===== src/design/utf8d_pkg.sv =====
package utf8d_pkg;

    localparam int unsigned UnitW = 21;

    localparam logic [UnitW-1:0] BadChar     = 21'h00003F;
    localparam logic [UnitW-1:0] PlaneOne    = 21'h010000;
    localparam logic [UnitW-1:0] Mask16      = 21'h00FFFF;
    localparam logic [UnitW-1:0] HighSurBase = 21'h00D800;
    localparam logic [UnitW-1:0] LowSurBase  = 21'h00DC00;

    localparam logic [1:0] SeqTwo   = 2'd1;
    localparam logic [1:0] SeqThree = 2'd2;
    localparam logic [1:0] SeqFour  = 2'd3;

    typedef struct packed {
        logic             skipping;
        logic [1:0]       remaining;
        logic [1:0]       seq_length;
        logic [UnitW-1:0] accum;
    } dec_state_t;

    typedef struct packed {
        logic [1:0]       count;
        logic [UnitW-1:0] unit0;
        logic             last0;
        logic [UnitW-1:0] unit1;
    } dec_result_t;

endpackage


===== src/design/utf8d_decode.sv =====
module utf8d_decode
    import utf8d_pkg::*;
(
    input  logic [7:0]  in_byte,
    input  dec_state_t  state,
    input  logic        unit_mode,
    output dec_state_t  state_next,
    output dec_result_t result
);

    logic             cont;
    logic             do_lead;
    logic [UnitW-1:0] acc_ext;
    logic [UnitW-1:0] ch;
    logic [UnitW-1:0] v;
    logic [UnitW-1:0] mask;

    assign cont    = (in_byte[7:6] == 2'b10);
    assign acc_ext = {state.accum[UnitW-7:0], in_byte[5:0]};
    assign mask    = unit_mode ? {UnitW{1'b1}} : Mask16;

    // surrogate range check and replacement on the completed code point
    always_comb
    begin
        ch = acc_ext;
        if (state.seq_length == SeqThree && acc_ext[15:11] == 5'b11011)
        begin
            ch = BadChar;
        end
        else if (state.seq_length == SeqFour && acc_ext[20:11] == 10'b0000011011)
        begin
            ch = BadChar;
        end
    end

    assign v = ch - PlaneOne;

    always_comb
    begin
        state_next   = state;
        result       = '0;
        result.last0 = 1'b1;
        do_lead      = 1'b0;

        if (state.remaining != 2'd0)
        begin
            if (cont)
            begin
                state_next.accum     = acc_ext;
                state_next.remaining = state.remaining - 2'd1;
                if (state.remaining == 2'd1)
                begin
                    if (state.seq_length == SeqFour && ch >= PlaneOne && !unit_mode)
                    begin
                        result.count = 2'd2;
                        result.unit0 = ({10'd0, v[UnitW-1:10]} | HighSurBase) & mask;
                        result.last0 = 1'b0;
                        result.unit1 = ({11'd0, v[9:0]} | LowSurBase) & mask;
                    end
                    else
                    begin
                        result.count = 2'd1;
                        result.unit0 = ch & mask;
                    end
                end
            end
            else
            begin
                // broken sequence: drop it and treat this byte as a lead
                state_next.remaining = 2'd0;
                state_next.accum     = '0;
                do_lead              = 1'b1;
            end
        end
        else if (state.skipping)
        begin
            if (!cont)
            begin
                state_next.skipping = 1'b0;
                do_lead             = 1'b1;
            end
        end
        else
        begin
            do_lead = 1'b1;
        end

        if (do_lead)
        begin
            case (in_byte) inside
                8'h00:
                begin
                    state_next = '0;
                end
                [8'h01:8'h7F]:
                begin
                    result.count = 2'd1;
                    result.unit0 = {13'd0, in_byte};
                end
                [8'hC0:8'hDF]:
                begin
                    state_next.accum      = {16'd0, in_byte[4:0]};
                    state_next.seq_length = SeqTwo;
                    state_next.remaining  = SeqTwo;
                end
                [8'hE0:8'hEF]:
                begin
                    state_next.accum      = {17'd0, in_byte[3:0]};
                    state_next.seq_length = SeqThree;
                    state_next.remaining  = SeqThree;
                end
                [8'hF0:8'hF7]:
                begin
                    state_next.accum      = {18'd0, in_byte[2:0]};
                    state_next.seq_length = SeqFour;
                    state_next.remaining  = SeqFour;
                end
                default:
                begin
                    // stray continuation or invalid lead
                    state_next.skipping = 1'b1;
                end
            endcase
        end
    end

endmodule


===== src/design/utf8_to_wide_decoder.sv =====
// utf8_to_wide_decoder: streaming utf-8 to utf-16 / utf-32 decoder.
// input channel: one utf-8 byte per beat on in_byte (in_valid / in_stall).
// output channel: one code unit per beat on code_unit, with last_unit set on
// the final unit that a byte produced (out_valid / out_stall).
// cfg_write with cfg_data selects the unit width: 0 gives 16-bit units with
// surrogate pairs, 1 gives full 21-bit code points. write it only when idle.
// an accepted byte is held in the input register, is decoded in a
// single pass and lands in the result register. one byte per cycle is
// taken while the output flows; a surrogate pair holds the decoder while
// the low half leaves through the pending register. bytes that give no
// unit pass the decoder even while the output is stalled.
// when the receiver stalls, results wait in the result register and the
// input register fills, then in_stall rises.
// reset clears the partial sequence, the skip flag, the unit mode and all
// valid flags; a zero byte also clears the decoder state.
module utf8_to_wide_decoder
    import utf8d_pkg::*;
(
    input  logic             clk,
    input  logic             rst_n,
    input  logic             cfg_write,
    input  logic             cfg_data,
    input  logic             in_valid,
    output logic             in_stall,
    input  logic [7:0]       in_byte,
    output logic             out_valid,
    input  logic             out_stall,
    output logic [UnitW-1:0] code_unit,
    output logic             last_unit
);

    logic             unit_mode_reg;
    logic             byte_valid_reg;
    logic [7:0]       byte_reg;
    dec_state_t       state_reg;
    dec_state_t       state_next;
    dec_result_t      result;
    logic             out_valid_reg;
    logic [UnitW-1:0] unit_reg;
    logic             last_reg;
    logic             pend_valid_reg;
    logic [UnitW-1:0] pend_reg;
    logic             out_free;
    logic             consume;
    logic             in_take;

    utf8d_decode u_decode (
        .in_byte    (byte_reg),
        .state      (state_reg),
        .unit_mode  (unit_mode_reg),
        .state_next (state_next),
        .result     (result)
    );

    assign out_free = !out_valid_reg || !out_stall;
    assign consume  = byte_valid_reg
                      && (result.count == 2'd0 || (!pend_valid_reg && out_free));
    assign in_stall = byte_valid_reg && !consume;
    assign in_take  = in_valid && !in_stall;

    assign out_valid = out_valid_reg;
    assign code_unit = unit_reg;
    assign last_unit = last_reg;

    always_ff @(posedge clk or negedge rst_n)
    begin
        if (!rst_n)
        begin
            unit_mode_reg  <= 1'b0;
            byte_valid_reg <= 1'b0;
            state_reg      <= '0;
            out_valid_reg  <= 1'b0;
            pend_valid_reg <= 1'b0;
        end
        else
        begin
            if (cfg_write)
            begin
                unit_mode_reg <= cfg_data;
            end

            if (in_take)
            begin
                byte_valid_reg <= 1'b1;
            end
            else if (consume)
            begin
                byte_valid_reg <= 1'b0;
            end

            if (consume)
            begin
                state_reg <= state_next;
            end

            if (consume && result.count != 2'd0)
            begin
                out_valid_reg  <= 1'b1;
                pend_valid_reg <= (result.count == 2'd2);
            end
            else if (pend_valid_reg && out_free)
            begin
                out_valid_reg  <= 1'b1;
                pend_valid_reg <= 1'b0;
            end
            else if (out_valid_reg && !out_stall)
            begin
                out_valid_reg <= 1'b0;
            end
        end
    end

    // payload registers
    always_ff @(posedge clk)
    begin
        if (in_take)
        begin
            byte_reg <= in_byte;
        end

        if (consume && result.count != 2'd0)
        begin
            unit_reg <= result.unit0;
            last_reg <= result.last0;
            pend_reg <= result.unit1;
        end
        else if (pend_valid_reg && out_free)
        begin
            // low surrogate follows its high half
            unit_reg <= pend_reg;
            last_reg <= 1'b1;
        end
    end

endmodule


===== config.mk =====
export PLATFORM = sky130hd
export DESIGN_NAME = utf8_to_wide_decoder
export DESIGN_NICKNAME = d
export VERILOG_FILES = /design/src/design/utf8d_pkg.sv /design/src/design/utf8d_decode.sv /design/src/design/utf8_to_wide_decoder.sv
export SDC_FILE = /design/constraint.sdc
export NUM_CORES = 1
export LEC_CHECK = 0
export BUFFER_PORTS_ARGS = -buffer_cell sky130_fd_sc_hd__buf_4
export CAP_MARGIN = 10
export CELL_PAD_IN_SITES_DETAIL_PLACEMENT = 1
export CELL_PAD_IN_SITES_GLOBAL_PLACEMENT = 1
export CORE_MARGIN = 1
export CORE_UTILIZATION = 45
export DETAILED_ROUTE_END_ITERATION = 8
export HOLD_SLACK_MARGIN = 0.12
export PLACE_DENSITY_LB_ADDON = 0.1
export SETUP_SLACK_MARGIN = 0.02
export SLEW_MARGIN = 15
export SYNTH_ARGS = -nofsm -noshare
export SYNTH_HDL_FRONTEND = slang
export SYNTH_SLANG_ARGS = --single-unit
export TNS_END_PERCENT = 20

===== constraint.sdc =====
create_clock -name clk -period 7 [get_ports clk]
set_input_delay 1.75 -clock clk [delete_from_list [all_inputs] [get_ports clk]]
set_output_delay 1.75 -clock clk [all_outputs]
set_load 0.005 [all_outputs]

==> results.json, run 1 <==
{
  "cts_setup_buffers": 0,
  "synth_cell_types": 59,
  "ys_async_sr_fraction": 0.3594,
  "rsz0062_at_grt": "no",
  "die_y_um": 85.48,
  "drc": 0,
  "p_leak_nw": 1.505,
  "place.gp.congestion": 0.7946,
  "clockBufferDepth": 2,
  "max_freq_mhz": 217.7,
  "hold_viol": 0,
  "place_area_um2": 3420,
  "crit_path_max_incr_delay_ns": 0.54,
  "fin_nets": 330,
  "pin_count": 38,
  "drv_slew": 0,
  "cts_tree": "built",
  "largest_register_ffs": 21,
  "ys_seq_area_frac": 0.5762,
  "dpl.hpwl_mm": 5.322,
  "yosys_register_bits": 64,
  "grt_max_degree": 24,
  "worst_setup_path_start_kind": "input pin",
  "fp.dieW_um": 85.48,
  "wl_per_cell_um": 19.24,
  "die-area_um2": 7306,
  "fin_crit_ns": 4.593,
  "post_route_cells_drive_above_1_share": 0.1924,
  "cap_violations": 0,
  "cts.clk_slew.worst_paths_ns": 0.07,
  "cts_buffers": 9,
  "rows": 30,
  "skew_ns": 0.01084,
  "synth_area_um2": 3136,
  "vias": 2365,
  "hold_buffers": 0,
  "peakVddDrop_mv": 0.1409,
  "firstDrtPassIters": 4,
  "via_per_inst": 5.957,
  "crit_chain": "buf_4, a21oi_1, nand3b_1, inv_1, buf_4",
  "fin_crit_sh": 0.6561,
  "routed_wl_mm": 7.637,
  "slew_headroom": 0.3512,
  "grt_overflow": 0,
  "cp_top_family": "compound AO/OA/AOI/OAI gates",
  "critPathSlowestCell": "a21oi_1",
  "status": "finished clean",
  "setup_viol": 0,
  "path_common_cell": "buf_4",
  "worstPathArrival_ns": 2.84,
  "areaGrowthSynthToFinish_pct": 15.52,
  "yosys_warnings": 0,
  "cp-end-kind": "output pin",
  "synth_cells": 280,
  "final_area_um2": 3622,
  "synth_fp_nets": 298,
  "start_util": 0.4641,
  "crit_required_ns": 5.25,
  "critPathKind": "input pin to output pin",
  "root_buffer": "clkbuf_8",
  "finalSetupTns_ns": 0,
  "coreArea_um2": 6756,
  "diodes": 0,
  "track_usage": 0.2321,
  "antenna_found_initial": 0,
  "powerDensity_nw_per_um2": 289.7,
  "crit_fanout": 9,
  "port_buffers": 37,
  "first_global_vias": 2406,
  "synth_edf_count": 41,
  "hp-class": "register to register",
  "ctsResizeCount": 0,
  "worst-slew-pin-transition_ns": 0.9696,
  "critPathBufInv": 3,
  "cts.sinks": 64,
  "syn_area_per_cell_um2": 11.20,
  "ys.flop_type": "edfxtp_1",
  "drt_iter0_drc": 172,
  "postRouteAntennaNets": 0,
  "grt_pass1_wl_mm": 12.52,
  "cts_max_level": 3,
  "clk_latency_ns": 0.36
}
==> metal layers <==
| metal | GRT usage | share of wire | wire length, µm |
|---|---|---|---|
| met1 | 0.2853 | 0.43 | 3296 |
| met5 | 0 | 0 | 0 |
| met3 | 0.04086 | 0.043 | 331 |
| met4 | 0.1167 | 0.026 | 201 |
| met2 | 0.3935 | 0.50 | 3808 |
==> cells in the mapped netlist (2+ instances only) <==
library cell	n	area, µm²
edfxtp_1	41	1231
nor2_1	30	112.6
dfrtp_1	23	575.6
nand2_1	20	75.07
a22o_1	13	113.9
o21ai_0	13	65.06
a21oi_1	10	50.05
inv_1	9	33.78
o21ai_1	9	45.04
and2_1	8	50.05
clkbuf_1	7	26.28
nand3_1	7	35.03
nand4_1	7	43.79
o31ai_1	6	45.04
and3_1	5	31.28
buf_4	5	37.54
mux2i_1	5	50.05
nor2b_1	5	31.28
ha_1	4	50.05
nor3_1	4	20.02
buf_2	3	15.01
nand2b_1	3	18.77
a31oi_1	2	12.51
a32o_1	2	20.02
buf_6	2	22.52
mux2_2	2	22.52
nor3b_1	2	15.01
o21a_1	2	15.01
==> power by group <==
group | internal (mW) | switching [mW] | total (mW)
Combinational | 0.0919 | 0.112 | 0.204
Clock | 0.166 | 0.156 | 0.322
Sequential | 0.463 | 0.0606 | 0.523
==> path summary, 6_finish.rpt <==
| path | startpoint | end | slack [ns] | cells after the start |
|---|---|---|---|---|
| setup / recovery | out_stall | in_stall | 2.41 | 5 |
| hold / removal | state_reg[23]$_DFFE_PN0P_ | state_reg[23]$_DFFE_PN0P_ | 0.53 | 1 |
| setup reg to reg | state_reg[8]$_DFFE_PN0P_ | pend_reg[4]$_SDFFCE_PN0N_ | 3.74 | 8 |
| hold reg to reg | state_reg[23]$_DFFE_PN0P_ | state_reg[23]$_DFFE_PN0P_ | 0.53 | 1 |
| max in group asynchronous | rst_n | state_reg[10]$_DFFE_PN0P_ | 5.46 | 1 |
| min in group asynchronous | rst_n | out_valid$_DFFE_PN0P_ | 1.29 | 1 |
==> placed cells by master, fill, tap and decap left out, types with 3 or more instances in the layout <==
| cell | instances |
|---|---|
| o21ai_1 | 9 |
| o31ai_1 | 6 |
| nor2_1 | 30 |
| nor3_1 | 4 |
| nor2b_1 | 5 |
| o21ai_0 | 13 |
| buf_4 | 38 |
| nand2b_1 | 3 |
| mux2i_1 | 5 |
| dfrtp_1 | 23 |
| a22o_1 | 13 |
| and3_1 | 5 |
| inv_1 | 9 |
| edfxtp_1 | 41 |
| ha_1 | 4 |
| clkbuf_8 | 9 |
| nand3_1 | 7 |
| and2_1 | 8 |
| nand4_1 | 7 |
| nand2_1 | 20 |
| a21oi_1 | 10 |
==> cell type report <==
class	instances	area, µm²
timing repair buffer	38	285.3
inverter	9	33.78
tap	80	100.1
clock buffer	10	127.6
fill	745	3134
sequential	64	1807
clock inverter	6	68.82
multi-input combinational	190	1200
==> through the flow <==
step                worst slack, ns  hold WS (ns)  instances  power [mW]  utilization
floorplan                     2.878        0.4919        280      0.6502            -
global placement              2.406        0.5077        381      0.7272       0.5061
detailed placement            2.382        0.5160        381      0.7349       0.5061
CTS                           2.389        0.5329        397       1.055       0.5352
global route                  2.326        0.5641        397       1.100       0.5361
finish                        2.407        0.5262        397       1.049       0.5361
==> kinds of logic after synthesis <==
| group | share of synthesized area |
|---|---|
| buffers and inverters | 0.04310 |
| adders and majority gates | 0.01596 |
| DFF | 0.5762 |
| AOI/OAI and AO/OA | 0.1568 |
| xor gates and xnor gates | 0.005588 |
| muxes | 0.02314 |
| and+or+nand+nor | 0.1792 |
No activity file was read; power rests on OpenSTA's default activity.
==> run 2, diff against run 1 <==
==> constraint.sdc (replaced) <==
create_clock -name clk -period 4.4 [get_ports clk]
set_input_delay 1.1 -clock clk [delete_from_list [all_inputs] [get_ports clk]]
set_output_delay 1.1 -clock clk [all_outputs]
set_load 0.005 [all_outputs]
==> run 2 against run 1 <==
  * Worst setup slack lost 1.3 ns
  * Die area stayed put
  * Critical path depth grew 1
  * Wire length rose by 1.9%
  * Register-to-register slack worse by 2.6 ns
  * Sequential cell count is the same
  * Largest cell class unchanged
  * Largest power group unchanged
==> results.json, run 2 (synthesized netlist as in run 1, its figures left out) <==
{
  "slew_headroom": 0.3709,
  "die-area_um2": 7306,
  "cts_tree": "built",
  "via_per_inst": 5.829,
  "rows": 30,
  "mostFrequentLayoutCells": "edfxtp_1 (41), buf_4 (39), nor2_1 (30), dfrtp_1 (23), nand2_1 (20)",
  "grt_use_met2": 0.3716,
  "critPathKind": "register to output pin",
  "p_int_mw": 1.201,
  "rsz0062_at_grt": "no",
  "cts_buffers": 9,
  "clockBufferDepth": 2,
  "p_sw_uw": 507.4,
  "final_util": 0.5374,
  "drc": 0,
  "coreArea_um2": 6756,
  "max_freq_mhz": 299.7,
  "p_leak_nw": 1.515,
  "hold_buffers": 0,
  "grt_overflow": 0,
  "cts.clk_slew.worst_paths_ns": 0.07,
  "cts_max_level": 3,
  "pwr-share-seq": 0.488,
  "num-fill-cells": 732,
  "areaGrowthSynthToFinish_pct": 15.80,
  "powerDensity_nw_per_um2": 470.6,
  "place.gp.congestion": 0.8219,
  "whs_path_depth": 1,
  "cp-end-kind": "output pin",
  "fp.dieW_um": 85.48,
  "grt_pass1_wl_mm": 12.61,
  "cp_top_family": "simple AND/OR/NAND/NOR gates",
  "reg2reg_from": "state_reg[7]$_DFFE_PN0P_",
  "fin_nets": 331,
  "hold_path_startpoint": "state_reg[23]$_DFFE_PN0P_",
  "crit_required_ns": 3.30,
  "drt_iter0_drc": 210,
  "hold_ws_ns": 0.5399,
  "setup_viol": 0,
  "postRouteAntennaNets": 0,
  "grt_max_degree": 24,
  "wl_per_cell_um": 19.55,
  "cap_violations": 0,
  "setup_ws_ns": 1.063,
  "final_common_cell": "edfxtp_1",
  "vias": 2320,
  "crit_path_max_incr_delay_ns": 0.66,
  "fin_crit_sh": 0.7583,
  "first_global_vias": 2321,
  "track_usage": 0.2343,
  "busiest_layer": "met2",
  "skew_ns": 0.007783,
  "port_buffers": 37,
  "root_buffer": "clkbuf_8",
  "peakVddDrop_mv": 0.2773,
  "grt_use_met3": 0.04767,
  "power_frac_comb": 0.196,
  "worstPathArrival_ns": 2.24,
  "firstDrtPassIters": 4,
  "post_route_cells_drive_above_1_share": 0.1824,
  "finalSetupTns_ns": 0,
  "pin_count": 38,
  "clock_power_share": 0.317,
  "clk_latency_ns": 0.35,
  "dp_slack_ns": 1.041,
  "drv_slew": 0,
  "largest_register_ffs": 21,
  "r2r_slack_ns": 1.13,
  "cts.sinks": 64,
  "die_y_um": 85.48,
  "hold_viol": 0,
  "r2r_end": "code_unit[7]$_DFFE_PP_",
  "worst_setup_path_start_kind": "register",
  "status": "finished clean",
  "critPathBufInv": 2,
  "hp-class": "register to register",
  "diodes": 0,
  "reg2reg_depth": 9,
  "p_sw_frac": 0.2970,
  "crit_fanout": 13,
  "dpl.hpwl_mm": 5.469,
  "worst-slew-pin-transition_ns": 0.9393,
  "critPathSlowestCell": "or4_4",
  "antenna_found_initial": 0,
  "crit_chain": "or4_4, nor2_4, o21ai_0, nand3b_1, inv_1, buf_4",
  "cts_setup_buffers": 0,
  "min_delay_worst_endpoint": "state_reg[23]$_DFFE_PN0P_",
  "start_util": 0.4641,
  "grt_use_met1": 0.3164,
  "fin_crit_ns": 3.337,
  "routed_wl_mm": 7.781,
  "ctsResizeCount": 0
}
run 2: how the worst max path moves through the flow:
stage | from | to | slack (ns) | cells past startpoint
final | byte_reg[5]$_DFFE_PP_ | in_stall | 1.06 | 6
after global routing | state_reg[8]$_DFFE_PN0P_ | code_unit[10]$_DFFE_PP_ | 0.81 | 9
after CTS | byte_reg[5]$_DFFE_PP_ | in_stall | 1.06 | 6
after detailed placement | out_stall | pend_reg[7]$_SDFFCE_PN0N_ | 1.04 | 5
after global placement | out_stall | in_stall | 1.09 | 5
after floorplan | out_stall | code_unit[0]$_DFFE_PP_ | 1.36 | 6
run 2: metrics by stage:
stage | power (mW) | area (µm²) | cells
floorplan | 1.034 | 3136 | 280
global placement | 1.164 | 3427 | 382
detailed placement | 1.177 | 3427 | 382
CTS | 1.715 | 3631 | 398
global route | 1.791 | 3631 | 398
finish | 1.709 | 3631 | 398
run 2: power by group through the flow:
stage          registers (mW)  logic (mW)  clock network [mW]
6_report                0.833       0.334               0.542
5_1_grt                 0.842       0.375               0.574
4_1_cts                 0.831       0.338               0.546
3_5_place_dp            0.842       0.336                   0
3_3_place_gp            0.840       0.323                   0
2_1_floorplan           0.799       0.235                   0
run 2: area by class of cell:
cell class / count / area, µm² / area share
clock buffers: 12 / 135.1 / 0.03722
clock inverters: 4 / 68.82 / 0.01895
inverters: 9 / 33.78 / 0.009304
multi-input cells: 190 / 1194 / 0.3287
flip-flops and latches: 64 / 1807 / 0.4976
well taps: 80 / 100.1 / 0.02757
repair buffers: 39 / 292.8 / 0.08063
run 2: layer usage:
metal | wire, µm | share of wire | up-vias
li1 | - | - | 1103
met3 | 243 | 0.031 | 10
met1 | 3693 | 0.47 | 1163
met4 | 123 | 0.016 | 0
met5 | 0 | 0 | -
met2 | 3721 | 0.48 | 44
==> run 3, diff against run 2 <==
==> constraint.sdc (replaced) <==
create_clock -name clk -period 3.1 [get_ports clk]
set_input_delay 0.775 -clock clk [delete_from_list [all_inputs] [get_ports clk]]
set_output_delay 0.775 -clock clk [all_outputs]
set_load 0.005 [all_outputs]
==> run 3 against run 2 <==
  * Combinational power up 61%
  * Critical endpoint is now code_unit[10]$_DFFE_PP_
  * Cell area up 4.7%
  * Sequential share of layout area down 2.2 points
  * Die area unchanged
  * Final cell count up 4.0%
  * Largest cell class unchanged
  * Non-clock buffer count up 16
  * Highest routed layer unchanged
  * Total power up 50%
  * Critical path type is now register to register
  * Sequential power up 38%
  * Clock skew about the same
==> results.json, run 3 (synthesized netlist as in run 1, its figures left out) <==
{
  "largest_register_ffs": 21,
  "status": "finished clean",
  "critPathKind": "register to register",
  "cts.clk_slew.worst_paths_ns": 0.07,
  "grt_pass1_wl_mm": 12.98,
  "pin_count": 38,
  "fin_nets": 347,
  "worst_setup_path_start_kind": "register",
  "dpl.hpwl_mm": 5.619,
  "place.gp.congestion": 0.8203,
  "worstPathArrival_ns": 3.00,
  "p_leak_nw": 1.617,
  "routed_wl_mm": 7.914,
  "worst-slew-pin-transition_ns": 0.6305,
  "rsz0062_at_grt": "yes",
  "drv_slew": 0,
  "fin_crit_sh": 0.9148,
  "slew_headroom": 0.5759,
  "port_buffers": 37,
  "peakVddDrop_mv": 0.3296,
  "diodes": 0,
  "dp_slack_ns": 0.09289,
  "drc": 0,
  "cts_setup_buffers": 0,
  "cap_violations": 0,
  "clockBufferDepth": 2,
  "dp.cells": 398,
  "final_cells": 414,
  "root_buffer": "clkbuf_8",
  "track_usage": 0.2385,
  "powerDensity_nw_per_um2": 676.7,
  "first_global_vias": 2527,
  "hold_ws_ns": 0.3061,
  "clk_latency_ns": 0.36,
  "cp-end-kind": "register",
  "crit_required_ns": 3.26,
  "cts_max_level": 3,
  "final_util": 0.5624,
  "finalSetupTns_ns": 0,
  "final_area_um2": 3800,
  "coreArea_um2": 6756,
  "mostFrequentLayoutCells": "buf_4 (55), edfxtp_1 (41), nor2_1 (30), dfrtp_1 (23), nand2_1 (20)",
  "hp-class": "input pin to async pin",
  "via_per_inst": 5.841,
  "crit_fanout": 8,
  "fp.dieW_um": 85.48,
  "antenna_found_initial": 0,
  "num-fill-cells": 734,
  "areaGrowthSynthToFinish_pct": 21.19,
  "rows": 30,
  "firstDrtPassIters": 4,
  "skew_ns": 0.007524,
  "grt_overflow": 0,
  "drt_iter0_drc": 92,
  "max_freq_mhz": 352.6,
  "totalPowerFinal_mw": 2.571,
  "die-area_um2": 7306,
  "cts_buffers": 9,
  "fin_crit_ns": 2.836,
  "setup_viol": 0,
  "hold_buffers": 0,
  "post_route_cells_drive_above_1_share": 0.2335,
  "vias": 2418,
  "wl_per_cell_um": 19.12,
  "cts_tree": "built",
  "ctsResizeCount": 0,
  "postRouteAntennaNets": 0,
  "final_common_cell": "buf_4",
  "die_y_um": 85.48,
  "start_util": 0.4641,
  "hold_viol": 0,
  "grt_max_degree": 24,
  "cts.sinks": 64,
  "setup_ws_ns": 0.2642,
  "place_area_um2": 3547
}
## run 3: changes by cell type in the layout (fill, tap and decap cells not counted), sizes merged
cell / previous run / this run
bufinv: 2 / 3
clkbuf: 12 / 9
clkinv: 2 / 4
buf: 39 / 55
## run 3: worst max-delay path, stage by stage, from the launching register on
cell	delay, ns
dfrtp_1	0.39
or3b_2	0.53
o21ai_0	0.23
inv_1	0.09
ha_1	0.18
nor4b_1	0.13
and4_1	0.23
a31oi_1	0.39
buf_4	0.25
nand4_1	0.11
o311ai_1	0.13
## run 3: final timing paths
path	from	to	slack [ns]	depth (start not counted)
max in group asynchronous	rst_n	state_reg[13]$_DFFE_PN0P_	2.54	1
min in group clk	state_reg[23]$_DFFE_PN0P_	state_reg[23]$_DFFE_PN0P_	0.54	1
min reg2reg	state_reg[23]$_DFFE_PN0P_	state_reg[23]$_DFFE_PN0P_	0.54	1
min	rst_n	state_reg[24]$_DFFE_PN0P_	0.31	1
max reg2reg	state_reg[21]$_DFFE_PN0P_	code_unit[10]$_DFFE_PP_	0.26	10
max	state_reg[21]$_DFFE_PN0P_	code_unit[10]$_DFFE_PP_	0.26	10
## run 3: final cells by class
| type | instances | area, µm² | share of cell area |
|---|---|---|---|
| clock buffer | 9 | 123.9 | 0.03260 |
| timing repair buffer | 55 | 412.9 | 0.1087 |
| clock inverter | 7 | 120.1 | 0.03161 |
| multi-input combinational | 190 | 1202 | 0.3164 |
| tap | 80 | 100.1 | 0.02634 |
| sequential | 64 | 1807 | 0.4755 |
| inverter | 9 | 33.78 | 0.008890 |
## run 3: routing by layer
metal | up-vias | part of all wire | track usage
met2 | 73 | 0.51 | 0.4073
li1 | 1144 | - | -
met3 | 13 | 0.045 | 0.04961
met4 | 0 | 0.021 | 0.07424
met1 | 1188 | 0.42 | 0.3048
met5 | - | 0 | 0
## run 3: report_power, final
part           total, mW  internal, mW  switching, mW
Clock              0.886         0.535          0.351
Combinational      0.539         0.240          0.299
Sequential          1.15          1.04          0.103
